--- src/rtl/ils_pkg.sv ---
// ----------------------------------------------------------------------------
// ils_pkg
// Shared types and codes for the integer literal scanner.
// ----------------------------------------------------------------------------
package ils_pkg;

   localparam int unsigned VALUE_BITS_DEFAULT = 64;

   // radix codes as they appear on the result
   localparam logic [1:0] RADIX_DEC = 2'd0;
   localparam logic [1:0] RADIX_HEX = 2'd1;
   localparam logic [1:0] RADIX_BIN = 2'd2;
   localparam logic [1:0] RADIX_OCT = 2'd3;

   // suffix codes as they appear on the result
   localparam logic [2:0] SFX_NONE = 3'd0;
   localparam logic [2:0] SFX_U    = 3'd1;
   localparam logic [2:0] SFX_UL   = 3'd2;
   localparam logic [2:0] SFX_ULL  = 3'd3;
   localparam logic [2:0] SFX_L    = 3'd4;
   localparam logic [2:0] SFX_LL   = 3'd5;

   typedef struct packed {
      logic [7:0] char_code;
      logic       starts_literal;
   } ils_char_type;

   typedef struct packed {
      logic [1:0] radix_kind;
      logic [2:0] suffix_kind;
      logic       digit_range_error;
      logic       overflow_error;
      logic       no_digits_error;
      logic       final_char_consumed;
   } ils_flags_type;

endpackage

--- src/rtl/ils_req_if.sv ---
// ----------------------------------------------------------------------------
// ils_req_if
// Character channel: one source character per transaction.
// ----------------------------------------------------------------------------
interface ils_req_if;
   logic       valid;
   logic       ready;
   logic [7:0] char_code;
   logic       starts_literal;

   modport source (output valid, output char_code, output starts_literal, input ready);
   modport sink   (input valid, input char_code, input starts_literal, output ready);
endinterface

--- src/rtl/ils_rsp_if.sv ---
// ----------------------------------------------------------------------------
// ils_rsp_if
// Token channel: one scanned integer literal per transaction.
// ----------------------------------------------------------------------------
interface ils_rsp_if #(
   parameter int unsigned VALUE_BITS = 64
);
   logic                  valid;
   logic                  ready;
   logic [VALUE_BITS-1:0] literal_value;
   logic [1:0]            radix_kind;
   logic [2:0]            suffix_kind;
   logic                  digit_range_error;
   logic                  overflow_error;
   logic                  no_digits_error;
   logic                  final_char_consumed;

   modport source (
      output valid, output literal_value, output radix_kind, output suffix_kind,
      output digit_range_error, output overflow_error, output no_digits_error,
      output final_char_consumed, input ready
   );
   modport sink (
      input valid, input literal_value, input radix_kind, input suffix_kind,
      input digit_range_error, input overflow_error, input no_digits_error,
      input final_char_consumed, output ready
   );
endinterface

--- src/rtl/integer_literal_scanner.sv ---
// ----------------------------------------------------------------------------
// integer_literal_scanner
// Scans integer literals one character per transaction and returns one
// token transaction per finished literal.
// ----------------------------------------------------------------------------
//  channel    dir  payload                                       handshake
//  req_chan   in   char_code, starts_literal                     valid/ready
//  rsp_chan   out  literal_value, radix_kind, suffix_kind,       valid/ready
//                  digit/overflow/no-digits flags, consumed flag
//
//  one character per cycle sustained while no held result stalls it; a token
//  reaches the token channel through the input register, then the result register
//  the scan step is one shift-add and compare on the value between the two
//  registers, so the accumulate path sets the clock
//  synchronous reset returns the scanner to idle with both registers empty
//  a held result only stalls a character that would end another token;
//  characters that produce no token keep flowing past it
// ----------------------------------------------------------------------------
module integer_literal_scanner #(
   parameter int unsigned VALUE_BITS = ils_pkg::VALUE_BITS_DEFAULT
) (
   input  logic      clock,
   input  logic      reset,
   ils_req_if.sink   req_chan,
   ils_rsp_if.source rsp_chan
);
   import ils_pkg::*;

   // character held in the input register
   logic                  item_valid;
   ils_char_type          item;

   // scan step outputs
   logic                  emit;
   logic [VALUE_BITS-1:0] value;
   ils_flags_type         flags;

   // pipeline control
   logic                  slot_free;
   logic                  fire;

   // the held character moves on unless it ends a token and the result
   // register is still occupied
   assign fire = item_valid && (!emit || slot_free);

   ils_input_reg u_input_reg (
      .clock      (clock),
      .reset      (reset),
      .req_chan   (req_chan),
      .advance    (fire),
      .item_valid (item_valid),
      .item       (item)
   );

   ils_scan_core #(
      .VALUE_BITS (VALUE_BITS)
   ) u_scan_core (
      .clock (clock),
      .reset (reset),
      .step  (fire),
      .item  (item),
      .emit  (emit),
      .value (value),
      .flags (flags)
   );

   ils_result_reg #(
      .VALUE_BITS (VALUE_BITS)
   ) u_result_reg (
      .clock     (clock),
      .reset     (reset),
      .load      (fire && emit),
      .value     (value),
      .flags     (flags),
      .slot_free (slot_free),
      .rsp_chan  (rsp_chan)
   );

`ifndef SYNTHESIS
   // a new token only shows up after a step that ended a literal
   a_rsp_from_step : assert property (@(posedge clock) disable iff (reset)
      $rose(rsp_chan.valid) |-> $past(fire && emit))
      else $error("token transaction appeared without a finishing step");

   // overflow always zeroes the reported value
   a_ovf_zero : assert property (@(posedge clock) disable iff (reset)
      (rsp_chan.valid && rsp_chan.overflow_error) |-> (rsp_chan.literal_value == '0))
      else $error("overflowed literal reported a nonzero value");

   // only a completed two-letter l suffix consumes the ending character
   a_consumed_suffix : assert property (@(posedge clock) disable iff (reset)
      (rsp_chan.valid && rsp_chan.final_char_consumed) |->
         (rsp_chan.suffix_kind == SFX_ULL || rsp_chan.suffix_kind == SFX_LL))
      else $error("ending character consumed without ull or ll suffix");

   // a stalled step must keep the held character in the input register
   a_stall_holds : assert property (@(posedge clock) disable iff (reset)
      (item_valid && emit && !slot_free) |=> (item_valid && $stable(item)))
      else $error("held character lost while the result register was busy");
`endif

endmodule

--- src/rtl/ils_input_reg.sv ---
// ----------------------------------------------------------------------------
// ils_input_reg
// Input register holding one character until the scan step takes it.
// ----------------------------------------------------------------------------
module ils_input_reg (
   input  logic                clock,
   input  logic                reset,
   ils_req_if.sink             req_chan,
   input  logic                advance,
   output logic                item_valid,
   output ils_pkg::ils_char_type item
);
   import ils_pkg::*;

   logic         valid_ff;
   logic         valid_in;
   ils_char_type item_ff;
   logic         take;

   assign req_chan.ready = !valid_ff || advance;
   assign take           = req_chan.valid && req_chan.ready;

   always_comb begin
      if (take) begin
         valid_in = 1'b1;
      end else if (advance) begin
         valid_in = 1'b0;
      end else begin
         valid_in = valid_ff;
      end
   end

   always_ff @(posedge clock) begin
      if (reset) begin
         valid_ff <= 1'b0;
      end else begin
         valid_ff <= valid_in;
      end
   end

   always_ff @(posedge clock) begin
      if (take) begin
         item_ff.char_code      <= req_chan.char_code;
         item_ff.starts_literal <= req_chan.starts_literal;
      end
   end

   assign item_valid = valid_ff;
   assign item       = item_ff;

endmodule

--- src/rtl/ils_scan_core.sv ---
// ----------------------------------------------------------------------------
// ils_scan_core
// Scanner state and the single-pass step for one character.
// ----------------------------------------------------------------------------
module ils_scan_core #(
   parameter int unsigned VALUE_BITS = ils_pkg::VALUE_BITS_DEFAULT
) (
   input  logic                  clock,
   input  logic                  reset,
   input  logic                  step,
   input  ils_pkg::ils_char_type item,
   output logic                  emit,
   output logic [VALUE_BITS-1:0] value,
   output ils_pkg::ils_flags_type flags
);
   import ils_pkg::*;

   localparam int unsigned PW = VALUE_BITS + 4;

   localparam logic [2:0] PH_IDLE      = 3'd0;
   localparam logic [2:0] PH_ZERO      = 3'd1;
   localparam logic [2:0] PH_DIGITS    = 3'd2;
   localparam logic [2:0] PH_OVF_SKIP  = 3'd3;
   localparam logic [2:0] PH_SUF_U     = 3'd4;
   localparam logic [2:0] PH_SUF_UL    = 3'd5;
   localparam logic [2:0] PH_SUF_L     = 3'd6;
   localparam logic [2:0] PH_SUF_START = 3'd7;

   localparam logic [7:0] CH_ZERO  = 8'h30;
   localparam logic [7:0] CH_NINE  = 8'h39;
   localparam logic [7:0] CH_LO_A  = 8'h61;
   localparam logic [7:0] CH_LO_F  = 8'h66;
   localparam logic [7:0] CH_UP_A  = 8'h41;
   localparam logic [7:0] CH_UP_F  = 8'h46;
   localparam logic [7:0] CH_UNDER = 8'h5F;
   localparam logic [7:0] CH_LO_X  = 8'h78;
   localparam logic [7:0] CH_UP_X  = 8'h58;
   localparam logic [7:0] CH_LO_B  = 8'h62;
   localparam logic [7:0] CH_UP_B  = 8'h42;
   localparam logic [7:0] CH_LO_U  = 8'h75;
   localparam logic [7:0] CH_UP_U  = 8'h55;
   localparam logic [7:0] CH_LO_L  = 8'h6C;
   localparam logic [7:0] CH_UP_L  = 8'h4C;

   logic [2:0]            phase_ff, phase_in;
   logic [VALUE_BITS-1:0] acc_ff, acc_in;
   logic [1:0]            radix_ff, radix_in;
   logic [2:0]            suffix_ff, suffix_in;
   logic                  rerr_ff, rerr_in;
   logic                  ovf_ff, ovf_in;
   logic                  any_ff, any_in;

   logic [7:0] c;
   logic       is_dec, is_hex_letter, is_digit, is_under;
   logic       is_x, is_b, is_u, is_l;
   logic [3:0] digit_raw;
   logic [3:0] digit;
   logic       out_of_range;
   logic [PW-1:0] acc_ext, scaled;
   logic       too_big;
   logic       go_digits, go_suffix, done, consumed;

   assign c             = item.char_code;
   assign is_dec        = c inside {[CH_ZERO:CH_NINE]};
   assign is_hex_letter = c inside {[CH_LO_A:CH_LO_F], [CH_UP_A:CH_UP_F]};
   assign is_digit      = is_dec || is_hex_letter;
   assign is_under      = (c == CH_UNDER);
   assign is_x          = c inside {CH_LO_X, CH_UP_X};
   assign is_b          = c inside {CH_LO_B, CH_UP_B};
   assign is_u          = c inside {CH_LO_U, CH_UP_U};
   assign is_l          = c inside {CH_LO_L, CH_UP_L};
   // letters a-f and A-F have low nibbles 1..6
   assign digit_raw     = is_dec ? c[3:0] : c[3:0] + 4'd9;

   always_comb begin
      phase_in     = phase_ff;
      acc_in       = acc_ff;
      radix_in     = radix_ff;
      suffix_in    = suffix_ff;
      rerr_in      = rerr_ff;
      ovf_in       = ovf_ff;
      any_in       = any_ff;
      go_digits    = 1'b0;
      go_suffix    = 1'b0;
      done         = 1'b0;
      consumed     = 1'b0;
      out_of_range = 1'b0;
      digit        = digit_raw;
      acc_ext      = '0;
      scaled       = '0;
      too_big      = 1'b0;

      if (item.starts_literal) begin
         acc_in    = '0;
         radix_in  = RADIX_DEC;
         suffix_in = SFX_NONE;
         rerr_in   = 1'b0;
         ovf_in    = 1'b0;
         any_in    = 1'b0;
         if (c == CH_ZERO) begin
            phase_in = PH_ZERO;
         end else begin
            go_digits = 1'b1;
         end
      end else begin
         case (phase_ff)
            PH_IDLE: begin
            end
            PH_ZERO: begin
               if (is_x) begin
                  radix_in = RADIX_HEX;
                  phase_in = PH_DIGITS;
               end else if (is_b) begin
                  radix_in = RADIX_BIN;
                  phase_in = PH_DIGITS;
               end else begin
                  radix_in  = is_dec ? RADIX_OCT : RADIX_DEC;
                  go_digits = 1'b1;
               end
            end
            PH_DIGITS: begin
               go_digits = 1'b1;
            end
            PH_OVF_SKIP: begin
               if (!(is_dec || is_under)) begin
                  go_suffix = 1'b1;
               end
            end
            PH_SUF_START: begin
               go_suffix = 1'b1;
            end
            PH_SUF_U: begin
               if (is_l) begin
                  suffix_in = SFX_UL;
                  phase_in  = PH_SUF_UL;
               end else begin
                  done = 1'b1;
               end
            end
            PH_SUF_UL: begin
               done = 1'b1;
               if (is_l) begin
                  suffix_in = SFX_ULL;
                  consumed  = 1'b1;
               end
            end
            PH_SUF_L: begin
               done = 1'b1;
               if (is_l) begin
                  suffix_in = SFX_LL;
                  consumed  = 1'b1;
               end
            end
            default: begin
               phase_in = PH_IDLE;
            end
         endcase
      end

      if (go_digits) begin
         phase_in = PH_DIGITS;
         if (is_under) begin
            any_in = 1'b1;
         end else if (!is_digit) begin
            go_suffix = 1'b1;
         end else begin
            case (radix_in)
               RADIX_DEC: out_of_range = (digit_raw > 4'd9);
               RADIX_BIN: out_of_range = (digit_raw > 4'd1);
               RADIX_OCT: out_of_range = (digit_raw > 4'd7);
               default:   out_of_range = 1'b0;
            endcase
            if (out_of_range) begin
               rerr_in = 1'b1;
               digit   = 4'd0;
            end
            acc_ext = {4'd0, acc_in};
            case (radix_in)
               RADIX_DEC: scaled = (acc_ext << 3) + (acc_ext << 1) + PW'(digit);
               RADIX_HEX: scaled = (acc_ext << 4) + PW'(digit);
               RADIX_BIN: scaled = (acc_ext << 1) + PW'(digit);
               default:   scaled = (acc_ext << 3) + PW'(digit);
            endcase
            too_big = |scaled[PW-1:VALUE_BITS];
            if (too_big) begin
               ovf_in = 1'b1;
               acc_in = '0;
               // a hex letter cannot be swallowed, it closes the digits
               if (is_dec) begin
                  phase_in = PH_OVF_SKIP;
               end else begin
                  go_suffix = 1'b1;
               end
            end else begin
               acc_in = scaled[VALUE_BITS-1:0];
               any_in = 1'b1;
            end
         end
      end

      if (go_suffix) begin
         if (is_u) begin
            suffix_in = SFX_U;
            phase_in  = PH_SUF_U;
         end else if (is_l) begin
            suffix_in = SFX_L;
            phase_in  = PH_SUF_L;
         end else begin
            done = 1'b1;
         end
      end

      if (done) begin
         phase_in = PH_IDLE;
      end
   end

   always_ff @(posedge clock) begin
      if (reset) begin
         phase_ff  <= PH_IDLE;
         acc_ff    <= '0;
         radix_ff  <= RADIX_DEC;
         suffix_ff <= SFX_NONE;
         rerr_ff   <= 1'b0;
         ovf_ff    <= 1'b0;
         any_ff    <= 1'b0;
      end else if (step) begin
         phase_ff  <= phase_in;
         acc_ff    <= acc_in;
         radix_ff  <= radix_in;
         suffix_ff <= suffix_in;
         rerr_ff   <= rerr_in;
         ovf_ff    <= ovf_in;
         any_ff    <= any_in;
      end
   end

   assign emit  = done;
   assign value = acc_in;

   always_comb begin
      flags.radix_kind          = radix_in;
      flags.suffix_kind         = suffix_in;
      flags.digit_range_error   = rerr_in;
      flags.overflow_error      = ovf_in;
      flags.no_digits_error     = (radix_in == RADIX_HEX || radix_in == RADIX_BIN) && !any_in;
      flags.final_char_consumed = consumed;
   end

endmodule

--- src/rtl/ils_result_reg.sv ---
// ----------------------------------------------------------------------------
// ils_result_reg
// Result register driving the token channel.
// ----------------------------------------------------------------------------
module ils_result_reg #(
   parameter int unsigned VALUE_BITS = ils_pkg::VALUE_BITS_DEFAULT
) (
   input  logic                   clock,
   input  logic                   reset,
   input  logic                   load,
   input  logic [VALUE_BITS-1:0]  value,
   input  ils_pkg::ils_flags_type flags,
   output logic                   slot_free,
   ils_rsp_if.source              rsp_chan
);
   import ils_pkg::*;

   logic                  valid_ff, valid_in;
   logic [VALUE_BITS-1:0] value_ff;
   ils_flags_type         flags_ff;

   assign slot_free = !valid_ff || rsp_chan.ready;

   always_comb begin
      if (load) begin
         valid_in = 1'b1;
      end else if (rsp_chan.ready) begin
         valid_in = 1'b0;
      end else begin
         valid_in = valid_ff;
      end
   end

   always_ff @(posedge clock) begin
      if (reset) begin
         valid_ff <= 1'b0;
      end else begin
         valid_ff <= valid_in;
      end
   end

   always_ff @(posedge clock) begin
      if (load) begin
         value_ff <= value;
         flags_ff <= flags;
      end
   end

   assign rsp_chan.valid               = valid_ff;
   assign rsp_chan.literal_value       = value_ff;
   assign rsp_chan.radix_kind          = flags_ff.radix_kind;
   assign rsp_chan.suffix_kind         = flags_ff.suffix_kind;
   assign rsp_chan.digit_range_error   = flags_ff.digit_range_error;
   assign rsp_chan.overflow_error      = flags_ff.overflow_error;
   assign rsp_chan.no_digits_error     = flags_ff.no_digits_error;
   assign rsp_chan.final_char_consumed = flags_ff.final_char_consumed;

endmodule

--- src/flat_wrapper.sv ---
// flat-port wrapper written by rule: the top's interface ports become plain ports
module integer_literal_scanner_flat import ils_pkg::*;
#(
   parameter int unsigned VALUE_BITS = ils_pkg::VALUE_BITS_DEFAULT
)
  (clock, reset, req_chan_valid, req_chan_char_code, req_chan_starts_literal, req_chan_ready, rsp_chan_valid, rsp_chan_literal_value, rsp_chan_radix_kind, rsp_chan_suffix_kind, rsp_chan_digit_range_error, rsp_chan_overflow_error, rsp_chan_no_digits_error, rsp_chan_final_char_consumed, rsp_chan_ready);
  ils_req_if req_chan_i ();
  ils_rsp_if #(.VALUE_BITS(VALUE_BITS)) rsp_chan_i ();
  input  logic clock;
  input  logic reset;
  input wire logic [$bits(req_chan_i.valid)-1:0] req_chan_valid;
  input wire logic [$bits(req_chan_i.char_code)-1:0] req_chan_char_code;
  input wire logic [$bits(req_chan_i.starts_literal)-1:0] req_chan_starts_literal;
  output wire logic [$bits(req_chan_i.ready)-1:0] req_chan_ready;
  output wire logic [$bits(rsp_chan_i.valid)-1:0] rsp_chan_valid;
  output wire logic [$bits(rsp_chan_i.literal_value)-1:0] rsp_chan_literal_value;
  output wire logic [$bits(rsp_chan_i.radix_kind)-1:0] rsp_chan_radix_kind;
  output wire logic [$bits(rsp_chan_i.suffix_kind)-1:0] rsp_chan_suffix_kind;
  output wire logic [$bits(rsp_chan_i.digit_range_error)-1:0] rsp_chan_digit_range_error;
  output wire logic [$bits(rsp_chan_i.overflow_error)-1:0] rsp_chan_overflow_error;
  output wire logic [$bits(rsp_chan_i.no_digits_error)-1:0] rsp_chan_no_digits_error;
  output wire logic [$bits(rsp_chan_i.final_char_consumed)-1:0] rsp_chan_final_char_consumed;
  input wire logic [$bits(rsp_chan_i.ready)-1:0] rsp_chan_ready;
  assign req_chan_i.valid = req_chan_valid;
  assign req_chan_i.char_code = req_chan_char_code;
  assign req_chan_i.starts_literal = req_chan_starts_literal;
  assign req_chan_ready = req_chan_i.ready;
  assign rsp_chan_valid = rsp_chan_i.valid;
  assign rsp_chan_literal_value = rsp_chan_i.literal_value;
  assign rsp_chan_radix_kind = rsp_chan_i.radix_kind;
  assign rsp_chan_suffix_kind = rsp_chan_i.suffix_kind;
  assign rsp_chan_digit_range_error = rsp_chan_i.digit_range_error;
  assign rsp_chan_overflow_error = rsp_chan_i.overflow_error;
  assign rsp_chan_no_digits_error = rsp_chan_i.no_digits_error;
  assign rsp_chan_final_char_consumed = rsp_chan_i.final_char_consumed;
  assign rsp_chan_i.ready = rsp_chan_ready;
  integer_literal_scanner #(.VALUE_BITS(VALUE_BITS)) u_core (.clock(clock), .reset(reset), .req_chan(req_chan_i), .rsp_chan(rsp_chan_i));
endmodule
--- config.mk ---
export PLATFORM = sky130hd
export DESIGN_NAME = integer_literal_scanner_flat
export DESIGN_NICKNAME = d
export VERILOG_FILES = /design/src/rtl/ils_pkg.sv /design/src/rtl/ils_req_if.sv /design/src/rtl/ils_rsp_if.sv /design/src/rtl/integer_literal_scanner.sv /design/src/rtl/ils_input_reg.sv /design/src/rtl/ils_scan_core.sv /design/src/rtl/ils_result_reg.sv /design/src/flat_wrapper.sv
export SDC_FILE = /design/constraint.sdc
export NUM_CORES = 1
export LEC_CHECK = 0
export ABC_AREA = 1
export BUFFER_PORTS_ARGS = -buffer_cell sky130_fd_sc_hd__clkbuf_2
export CORE_ASPECT_RATIO = 1.1
export CORE_MARGIN = 8
export CORE_UTILIZATION = 35
export DETAILED_ROUTE_END_ITERATION = 8
export GPL_TIMING_DRIVEN = 0
export HOLD_SLACK_MARGIN = 0.06
export PLACE_DENSITY = 0.59
export SETUP_SLACK_MARGIN = 0.05
export SYNTH_ARGS = -nofsm -noshare
export SYNTH_HDL_FRONTEND = slang
export SYNTH_HIERARCHICAL = 1
export SYNTH_SLANG_ARGS = --single-unit
--- constraint.sdc ---
create_clock -name clock -period 7 [get_ports clock]
set_input_delay 1.05 -clock clock [delete_from_list [all_inputs] [get_ports clock]]
set_output_delay 1.05 -clock clock [all_outputs]
set_load 0.005 [all_outputs]
* Yosys cells after proc, flatten, opt, wreduce, memory -nomap -nowiden
Cells that the tools add are included.
Word-level totals: flip-flop bits (word level) 159, bits of input ports 13, output and inout port bits 75, word-level logic and storage cells 167
Operators by class: add/subtract/negate cells 6, magnitude comparators 9, eq/ne operators 20, multiplexer cells 85, bitwise gates (word level) 1, reduce and logical (&&, ||, !) cells 28
Operators by type and width (count):
- 2-to-1 mux 64 bit | 5
- 2-to-1 mux 68 bit | 3
- case mux 68 bit (3 select lines) | 1
- adder 68 x 4 -> 68 bit | 2
- equality test 8 x 7 -> 1 bit (second input constant) | 9
- adder 67 x 4 -> 68 bit | 1
- adder 67 x 65 -> 68 bit | 1
- adder 65 x 4 -> 66 bit | 1
- 2-to-1 mux 3 bit | 17
- 2-to-1 mux 1 bit | 43
- 2-to-1 mux 4 bit | 5
- greater-or-equal comparator 8 x 7 -> 1 bit (second input constant) | 2
- less-or-equal comparator 8 x 7 -> 1 bit (second input constant) | 2
- nonzero test 2 bit | 7
- equality test 3 bit (second input constant) | 4
- 2-to-1 mux 2 bit | 5
- case mux 3 bit (3 select lines) | 1
- equality test 8 x 6 -> 1 bit (second input constant) | 1
- greater-or-equal comparator 8 x 6 -> 1 bit (second input constant) | 1
- less-or-equal comparator 8 x 6 -> 1 bit (second input constant) | 1
- logical AND 1 bit | 7
- equality test 3 x 2 -> 1 bit (second input constant) | 2
- logical OR 1 bit | 6
- case mux 1 bit (2 select lines) | 3
- 14 further kinds | 19

* Depth between registers and ports, before layout
Gate-level depths: netlist of run 1.
word-level depth 33, gate-level depth with buffers 51, mapped depth without buffers 49

* Hierarchy
The synthesis of run 1 kept the hierarchy.
By module, submodules not included:
- ils_scan_core | instances 1, cells an instance 2902, area each 15574.9 um^2, seq. area each 1501.4 um^2
- ils_result_reg | instances 1, cells an instance 78, area each 2234.6 um^2, seq. area each 2212.1 um^2
- ils_input_reg | instances 1, cells an instance 15, area each 317.8 um^2, seq. area each 290.3 um^2
- integer_literal_scanner | instances 1, cells an instance 5, area each 25.0 um^2, seq. area each 0.0 um^2

* Worst setup path after synthesis of run 1
No wires, ideal clock.
kind reg2reg, start point register u_core.u_input_reg.item_ff (netlist bit u_core/u_input_reg/item[2]), end point register u_core.u_result_reg.flags_ff (netlist bit u_core/u_result_reg/rsp_chan.digit_range_error), enable pin, setup time 0.428 ns, arrival time 6.936 ns, required time 6.572 ns, slack -0.364 ns, cell stages (with the launch flop) 46, buffers on the path 1, clock period less this slack 7.364 ns, cell sequence edfxtp_1 > inv_1 > ha_1 > inv_1 > nand3_1 > nand3_1 > nand2_1 > nand2_1 > a21oi_1 > ha_1 > clkbuf_1 > nor2_1 > nand3b_1 > nand2_1 > inv_1 > or2_2 > inv_1 > nor2_1 > (+10 left out) > nand2_1 > nand2_1 > nand2_1 > nand2_1 > nand2_1 > nand2_1 > nand2_1 > nand2_1 > nand2_1 > nand2_4 > nand2_2 > nand2_2 > nand2_2 > nand2_2 > nand2_1 > inv_1 > nand3_1 > inv_1
RTL lines:
- start, declared | RTL line ils_input_reg.sv:17 | ils_char_type item_ff;
- end signal, assigned | RTL line ils_result_reg.sv:45 | flags_ff <= flags;
- end, declared | RTL line ils_result_reg.sv:20 | ils_flags_type flags_ff;

* Worst setup path in the final report of run 1
start point register u_core.u_input_reg.item_ff (netlist bit u_core/u_input_reg/item[1]), end point output port req_chan_ready
On the way: word-level cells in the longest chain between the ends 31, elaborated cells between the ends (all ways) 80, those cells by class add/sub (5); order compare (9); eq/ne (13); mux (37); reduce/logical (16)
RTL lines:
- greater-or-equal comparator 8 x 6 -> 1 bit or less-or-equal comparator 8 x 6 -> 1 bit (tied branches) | RTL line ils_scan_core.sv:64 | assign is_dec = c inside {[CH_ZERO:CH_NINE]};
- logical AND 1 bit | RTL line ils_scan_core.sv:64
- 2-to-1 mux 2 bit | RTL line ils_scan_core.sv:117 | radix_in = is_dec ? RADIX_OCT : RADIX_DEC;
- 2-to-1 mux 2 bit | RTL line ils_scan_core.sv:113 | end else if (is_b) begin
- 2-to-1 mux 2 bit | RTL line ils_scan_core.sv:110 | if (is_x) begin
- 2-to-1 mux 2 bit | RTL line ils_scan_core.sv:106 | case (phase_ff)
- 2-to-1 mux 2 bit | RTL line ils_scan_core.sv:93 | if (item.starts_literal) begin
- equality test 2 bit, or another cell as far along | RTL line ils_scan_core.sv:167 | case (radix_in)
- (+17 left out)
- 2-to-1 mux 1 bit | RTL line ils_scan_core.sv:160 | if (go_digits) begin
- 2-to-1 mux 1 bit (*) | RTL line ils_scan_core.sv:201 | if (go_suffix) begin
- via u_core.emit | RTL line integer_literal_scanner.sv:34 | logic emit;
- logical NOT 1 bit (*) | RTL line integer_literal_scanner.sv:44 | assign fire = item_valid && (!emit || slot_free);
- logical OR 1 bit (*) | RTL line integer_literal_scanner.sv:44
- logical AND 1 bit (*) | RTL line integer_literal_scanner.sv:44
- via u_core.fire | RTL line integer_literal_scanner.sv:40 | logic fire;
- logical OR 1 bit (*) | RTL line ils_input_reg.sv:20 | assign req_chan.ready = !valid_ff || advance;
- end, declared | RTL line flat_wrapper.sv:14 | output wire logic [$bits(req_chan_i.ready)-1:0] req_chan_ready;
Mark *: on every way through the listed nets, which the timed path passes. The rest lies on a longest branch. The select of a mux whose other input is x is not followed.

==> out/results.tsv, run 1 <==
stage	metric	value	unit
run_status	status	finished, violations left	
run_status	violations	setup timing	
worst_setup_path	critPathLaunch	u_core/u_input_reg/item[1]$_DFFE_PP_	
sta	period_minus_slack	7191	ps
sta	hold_viol	0	
routing	totalWireLength	94050	um
cts	cts_tree	built	
cts	clk_pin_slew_worst_paths	70	ps
cts	clk_latency	450	ps
sta	slew_headroom	30.80	%
synth	synth_nets	3157	
floorplan	die_h	254.9	um
global_route	grt_start_max_net_pins	39	
floorplan	num_io_pins	88	
global_route	grt_usage	30.68	%
synth	yosysMostFrequentCell	nand2_1	
routing	avgRoutedWirePerCell	24.35	um
finish	nets	3340	
global_route	gr-total-overflow	0	
worst_setup_path	cp_slowest_cell	edfxtp_1	
floorplan	start_util	35.41	%
hold_path	min_from	u_core/u_scan_core/phase_ff[0]$_SDFFE_PP0P_	
floorplan	die_area	59420	sq um
placed_design	dpl_worst_slack	-2800	ps
sta	period_share	102.7	%
worst_setup_path	arrival	6140	ps
synth	synthCells	3000	
placed_design	placed_area	19450	sq um
power_and_ir_drop	ir_drop	0.0001635	V
power_and_ir_drop	p_per_area	142.1	nW/um^2
global_route	grt_antenna_before_repair	1	
synth	synth_top_area_share	14.87	%
synth	synth.distinct_cells	55	
worst_setup_path	start_kind	flip-flop	
floorplan	rows	87	
synth	synth_enable_flop_cells	82	
routing	vias	22050	
global_route	grt_pass1_wl	135000	um
cts	h-tree-depth	4	
worst_setup_path	worstSetupPathType	reg2out	
sta	tightest_slew	1038	ps
sta	finalMaxSlewViolations	0	
routing	drt_first_pass_iters	6	
floorplan	die_w	233.1	um
worst_setup_path	cp_common_cell	buf_4	
finish	fin_area	21180	sq um
synth	postSynthAreaPerCell	6.051	sq um
synth	seq_area_frac_synth	22.06	%
run	cap_viol_max_count	0	
worst_setup_path	max_stage_delay	490	ps
worst_setup_path	crit_required	5950	ps
finish	layout-drive-gt1-share	12.55	%
synth	ys_warn_count	6	
routing	remaining_drc_errors	0	
sta	fin_worst_skew	17.03	ps
floorplan	core	51270	sq um
finish	diodes	0	
finish	nFillCells	5597	
sta	fmax	139.1	MHz
synth	synth_common_cells	719 x nand2_1, 464 x inv_1, 324 x a21oi_1	
cts	numCtsBuffers	17	
routing	drt.antenna.violating_nets	0	
finish	areaGrowthSynthToFinish	16.70	%
worst_setup_path	reg2reg_from	u_core/u_input_reg/item[1]$_DFFE_PP_	
synth	synth_top_area_cell	nand2_1	
cts	clockRootBuffer	clkbuf_16	
placed_design	gp_congestion	1.049	
synth	syn_area	18150	sq um
routing	via_per_inst	5.707	
sta	layout_setup_ws	-191.3	ps
synth	ys_ff_latch	159	
sta	setup_viol	1	
placed_design	dp_hpwl	76060	um
sta	rsz0062_at_grt	true	
placed_design	io_buffer_count	87	
routing	initialDrtViolationCount	2347	
cts	cts_buffer_depth	2	
global_route	grt_pass1_vias	20970	
hold_path	hp-class	reg2reg	
worst_setup_path	endpoint_kind	output port	
synth	yosys_most_used_dff	edfxtp_1	
cts	numClockSinks	159	
synth	synth_area_leaders	nand2_1 15%, edfxtp_1 14%, ha_1 9.7%, inv_1 9.6%, a21oi_1 8.9%	
synth	synth-async-reset-ratio	0	%
power_and_ir_drop	power	0.003010	W
sta	setup_tns	-191.3	ps
power_and_ir_drop	leakage	9.657	nW
worst_setup_path	worst-path-max-fanout	8	
per-layer routing:
metal / global-route usage, % / wire length (um)
met1: 38.38 / 37990
met2: 49.60 / 41960
met3: 5.243 / 8275
met4: 17.24 / 5769
met5: 0.5752 / 53
through the flow:
stage	hold WS [ps]	util (%)	cells
after floorplan	471.7	-	3000
after global placement	488.9	37.89	3754
after detailed placement	490.7	37.93	3755
after CTS	503.4	40.80	3847
after global routing	534.5	41.32	3863
final	501.5	41.32	3863
logic make-up (layout without fill, tap and decap cells):
| logic type | after synthesis | after routing | share of synthesized area, % |
|---|---|---|---|
| buffers and inverters | 567 | 763 | 12.17 |
| flip-flops | 159 | 159 | 22.06 |
| AND/OR/NAND/NOR | 1381 | 1381 | 32.74 |
| XOR/XNOR | 14 | 14 | 0.6755 |
| AO/OA/AOI/OAI | 735 | 735 | 22.31 |
| adder cells (fa/ha/maj) | 144 | 144 | 10.05 |
power breakdown:
part	leakage (nW)	internal, W	switching [W]
clock network	0.301	0.000544	0.000445
registers	1.40	0.00105	0.0000409
logic	7.95	0.000263	0.000666
total	9.66	0.00186	0.00115
layout by cell type (no fill, tap or decap), types with 14 or more instances in the layout:
cell type / count
a31oi_1: 32
inv_2: 17
nor2_2: 39
xor2_1: 14
nand3_1: 179
nand2_2: 23
o211ai_1: 34
a21oi_1: 322
buf_4: 83
clkbuf_1: 51
o22ai_1: 21
nand2_1: 691
nor3_1: 49
nor2_1: 283
o21bai_1: 28
ha_1: 130
clkbuf_2: 96
edfxtp_1: 82
nor2_4: 21
dfxtp_1: 77
clkbuf_16: 18
o21ai_0: 208
nand4_1: 39
o21ai_1: 43
inv_1: 451
nand2_4: 14
timing repair:
action                                  4_1_cts  5_1_grt
gates cloned                                  0        1
hold buffers                                  0        0
pin swaps                                    27       30
resized for setup                           101       53
endpoints found under the setup margin      229      119
setup buffers                                62       15
final timing paths:
path                                                                                end  slack (ps)  cells after the start
worst max-delay path                                                     req_chan_ready        -190                     42
worst min-delay path                        u_core/u_scan_core/phase_ff[0]$_SDFFE_PP0P_         500                      2
worst max register to register  u_core/u_result_reg/rsp_chan.literal_value[6]$_DFFE_PP_         150                     42
worst min register to register              u_core/u_scan_core/phase_ff[0]$_SDFFE_PP0P_         500                      2
state kept, by name, indices dropped and copies added, names as in the netlist, 2 cells and up:
signal	count
u_core/u_scan_core/suffix_ff	3
u_core/u_input_reg/item	9
u_core/u_result_reg/rsp_chan.literal_value	64
u_core/u_scan_core/phase_ff	3
u_core/u_scan_core/acc_ff	64
u_core/u_result_reg/rsp_chan.suffix_kind	3
u_core/u_result_reg/rsp_chan.radix_kind	2
u_core/u_scan_core/radix_ff	2
worst max-delay path, delay by kind of cell (launching register included):
family	cells	cell delay, ps
AO/OA/AOI/OAI	1	170
adder cells (fa/ha/maj)	1	150
flip-flops	1	490
AND/OR/NAND/NOR	9	1090
buffers and inverters	31	3790
area by class of cell:
type / count / area (sq um) / area share (%)
flip-flops and latches: 159 / 4004 / 18.90
clock buffers: 17 / 425.4 / 2.008
repair inverters: 1 / 7.507 / 0.03544
multi-input cells: 2274 / 12400 / 58.54
plain buffers: 90 / 467.9 / 2.209
repair buffers: 165 / 1047 / 4.944
clock inverters: 15 / 188.9 / 0.8919
well taps: 667 / 834.6 / 3.940
inverters: 475 / 1808 / 8.535
No activity file was read; power rests on OpenSTA's default activity.
==> run 2: changes to the inputs <==
--- a/config.mk
+++ b/config.mk
@@ -10,6 +10,7 @@
 export CORE_ASPECT_RATIO = 1.1
 export CORE_MARGIN = 8
 export CORE_UTILIZATION = 35
+export CTS_BUF_LIST = sky130_fd_sc_hd__clkbuf_8
 export DETAILED_ROUTE_END_ITERATION = 8
 export GPL_TIMING_DRIVEN = 0
 export HOLD_SLACK_MARGIN = 0.06
==> run 2 against run 1 <==
  * The flow still finishes with violations (setup timing)
  * Fmax fell by 0.69%
  * Non-clock buffer count fell by 1
  * Design area fell by 0.92%
  * Cell count did not move
  * Critical path depth did not move
  * Global-route usage barely moved
  * Critical endpoint unchanged
  * Highest routed layer unchanged
==> out/results.tsv, run 2 (synthesis gave the netlist of run 1 again) <==
stage	metric	value	unit	change
power_and_ir_drop	internal_power	0.001649	W	-11%
power_and_ir_drop	p_per_area	131.7	nW/um^2	-7.3%
cts	clk_latency	480	ps	+30 ps
routing	drt_first_pass_iters	6		unchanged
worst_setup_path	cp_slowest_cell	edfxtp_1		
floorplan	num_io_pins	88		unchanged
finish	final_cell_mix	690 x nand2_1, 451 x inv_1, 322 x a21oi_1, 282 x nor2_1, 208 x o21ai_0		
power_and_ir_drop	switching_share	40.35	%	+2.1 points
cts	numCtsBuffers	17		unchanged
sta	fin_worst_skew	20.53	ps	+3.499 ps
routing	remaining_drc_errors	0		unchanged
cts	h-tree-depth	4		unchanged
global_route	grt_pass1_wl	135100	um	about the same
run_status	violations	setup timing		
sta	period_share	103.4	%	+0.71 points
worst_setup_path	arrival	6190	ps	+50 ps
power_and_ir_drop	power.net_switching	0.001115	W	-3.1%
worst_setup_path	endpoint_kind	output port		
global_route	grt_pass1_vias	20920		-0.22%
sta	tightest_slew	1085	ps	+46.76 ps
run	cap_viol_max_count	0		unchanged
floorplan	start_util	35.41	%	unchanged
worst_setup_path	max_stage_delay	500	ps	about the same
sta	hold_viol	0		unchanged
global_route	grt_start_max_net_pins	39		unchanged
cts	cts_tree	built		
routing	totalWireLength	93810	um	-0.26%
routing	via_per_inst	5.707		about the same
power_and_ir_drop	combPwrFrac	33.6	%	+2.7 points
cts	numClockSinks	159		unchanged
hold_path	hp-class	reg2reg		
finish	layout-drive-gt1-share	12.61	%	+0.067 points
global_route	gr-usage-met2	49.79	%	+0.18 points
placed_design	gp_congestion	1.049		unchanged
sta	layout_setup_ws	-241.4	ps	-50.02 ps
floorplan	die_h	254.9	um	unchanged
routing	vias	22050		-0.0045%
global_route	gr-total-overflow	0		unchanged
power_and_ir_drop	power_frac_clock	26.9	%	-6.0 points
floorplan	rows	87		unchanged
finish	seq_area	4004	sq um	unchanged
worst_setup_path	start_kind	flip-flop		
placed_design	io_buffer_count	87		unchanged
placed_design	dp.cells	3755		unchanged
routing	drt.antenna.violating_nets	0		unchanged
global_route	grt_most_used_layer	met2		
floorplan	die_area	59420	sq um	unchanged
routing	initialDrtViolationCount	2422		+3.2%
worst_setup_path	crit_required	5950	ps	about the same
global_route	use_met3	5.076	%	-0.17 points
sta	rsz0062_at_grt	true		
global_route	grt_antenna_before_repair	1		unchanged
global_route	grt_usage	30.66	%	about the same
placed_design	dp_hpwl	76060	um	unchanged
routing	avgRoutedWirePerCell	24.28	um	-0.26%
finish	multi_input_area	12400	sq um	about the same
finish	nets	3339		-0.030%
worst_setup_path	cp_common_cell	buf_4		
cts	cts_buffer_depth	2		unchanged
power_and_ir_drop	ir_drop	0.0001934	V	+18%
sta	slew_headroom	27.68	%	-3.1 points
power_and_ir_drop	p_seq_share	39.5	%	+3.2 points
run_status	status	finished, violations left		
worst_setup_path	worstSetupPathType	reg2out		
cts	clk_pin_slew_worst_paths	100	ps	+30 ps
cts	ctsHoldBuffers	0		unchanged
floorplan	core	51270	sq um	unchanged
sta	period_minus_slack	7241	ps	+50.02 ps
sta	finalMaxSlewViolations	0		unchanged
power_and_ir_drop	leakage	9.569	nW	-0.91%
global_route	met1_usage	38.41	%	about the same
sta	setup_viol	1		unchanged
finish	nFillCells	5623		+0.46%
worst_setup_path	worst-path-max-fanout	8		unchanged
floorplan	die_w	233.1	um	unchanged
finish	areaGrowthSynthToFinish	15.63	%	
finish	stdcell_count	3863		unchanged
finish	mostFrequentLayoutCell	nand2_1		
cts	clockRootBuffer	clkbuf_8		
sta	fmax	138.1	MHz	-0.69%
power_and_ir_drop	power	0.002765	W	-8.2%
run 2: critical path: cells and delay by family (launching register included):
family	cells	cell delay, ps
buf+inv	31	3820
compound gates	1	170
simple gates	9	1070
fa+ha+maj	1	140
flops	1	500
run 2: worst paths after layout:
check / endpoint / from / depth (start not counted) / slack [ps]
max: req_chan_ready / u_core/u_input_reg/item[1]$_DFFE_PP_ / 42 / -240
min: u_core/u_scan_core/phase_ff[0]$_SDFFE_PP0P_ / u_core/u_scan_core/phase_ff[0]$_SDFFE_PP0P_ / 2 / 510
max reg2reg: u_core/u_input_reg/item[1]$_DFFE_PP_ / u_core/u_input_reg/item[1]$_DFFE_PP_ / 43 / 170
min reg2reg: u_core/u_scan_core/phase_ff[0]$_SDFFE_PP0P_ / u_core/u_scan_core/phase_ff[0]$_SDFFE_PP0P_ / 2 / 510
run 2: per-layer routing:
layer  part of all wire [%]  routed length, um
met5                  0.037                 35
met4                    6.2               5857
met3                    9.0               8426
met2                     44              41710
met1                     40              37770
run 2: stage by stage:
| stage | utilization (%) | hold WS (ps) | setup WS [ps] | cell area [sq um] | setup TNS, ps |
|---|---|---|---|---|---|
| 6_report | 40.94 | 505.3 | -241.4 | 20990 | -241.4 |
| 5_1_grt | 40.94 | 539.8 | -375.4 | 20990 | -375.4 |
| 4_1_cts | 40.42 | 508.0 | -46.07 | 20720 | -46.07 |
| 3_5_place_dp | 37.93 | 490.7 | -2800 | 19450 | -452580 |
| 3_3_place_gp | 37.89 | 488.9 | -2889 | 19430 | -500310 |
| 2_1_floorplan | - | 471.7 | 55.83 | 18160 | 0 |
run 2: what timing repair did:
| item | CTS | global route |
|---|---|---|
| setup endpoints to repair | 229 | 150 |
| gates cloned | 0 | 1 |
| pin swaps | 27 | 29 |
| resized for setup | 101 | 54 |
| endpoints found under the hold margin | 0 | 0 |
| buffers inserted | 62 | 15 |
run 2: area by class of cell:
type / count / share of cell area (%)
antenna: 1 / 0.01192
buffer: 89 / 2.217
clock buffer: 17 / 1.115
clock inverter: 15 / 0.9001
inverter: 475 / 8.590
multi-input combinational: 2274 / 59.09
sequential: 159 / 19.07
tap: 667 / 3.976
timing repair buffer: 165 / 4.989
timing repair inverter: 1 / 0.03577
run 2: power by group through the flow:
stage,logic [W],registers (W),clock network (W)
floorplan,0.000487,0.00110,0
detailed placement,0.000818,0.00111,0
global placement,0.000820,0.00111,0
finish,0.000928,0.00109,0.000745
global route,0.000982,0.00110,0.000795
CTS,0.000869,0.00109,0.000765
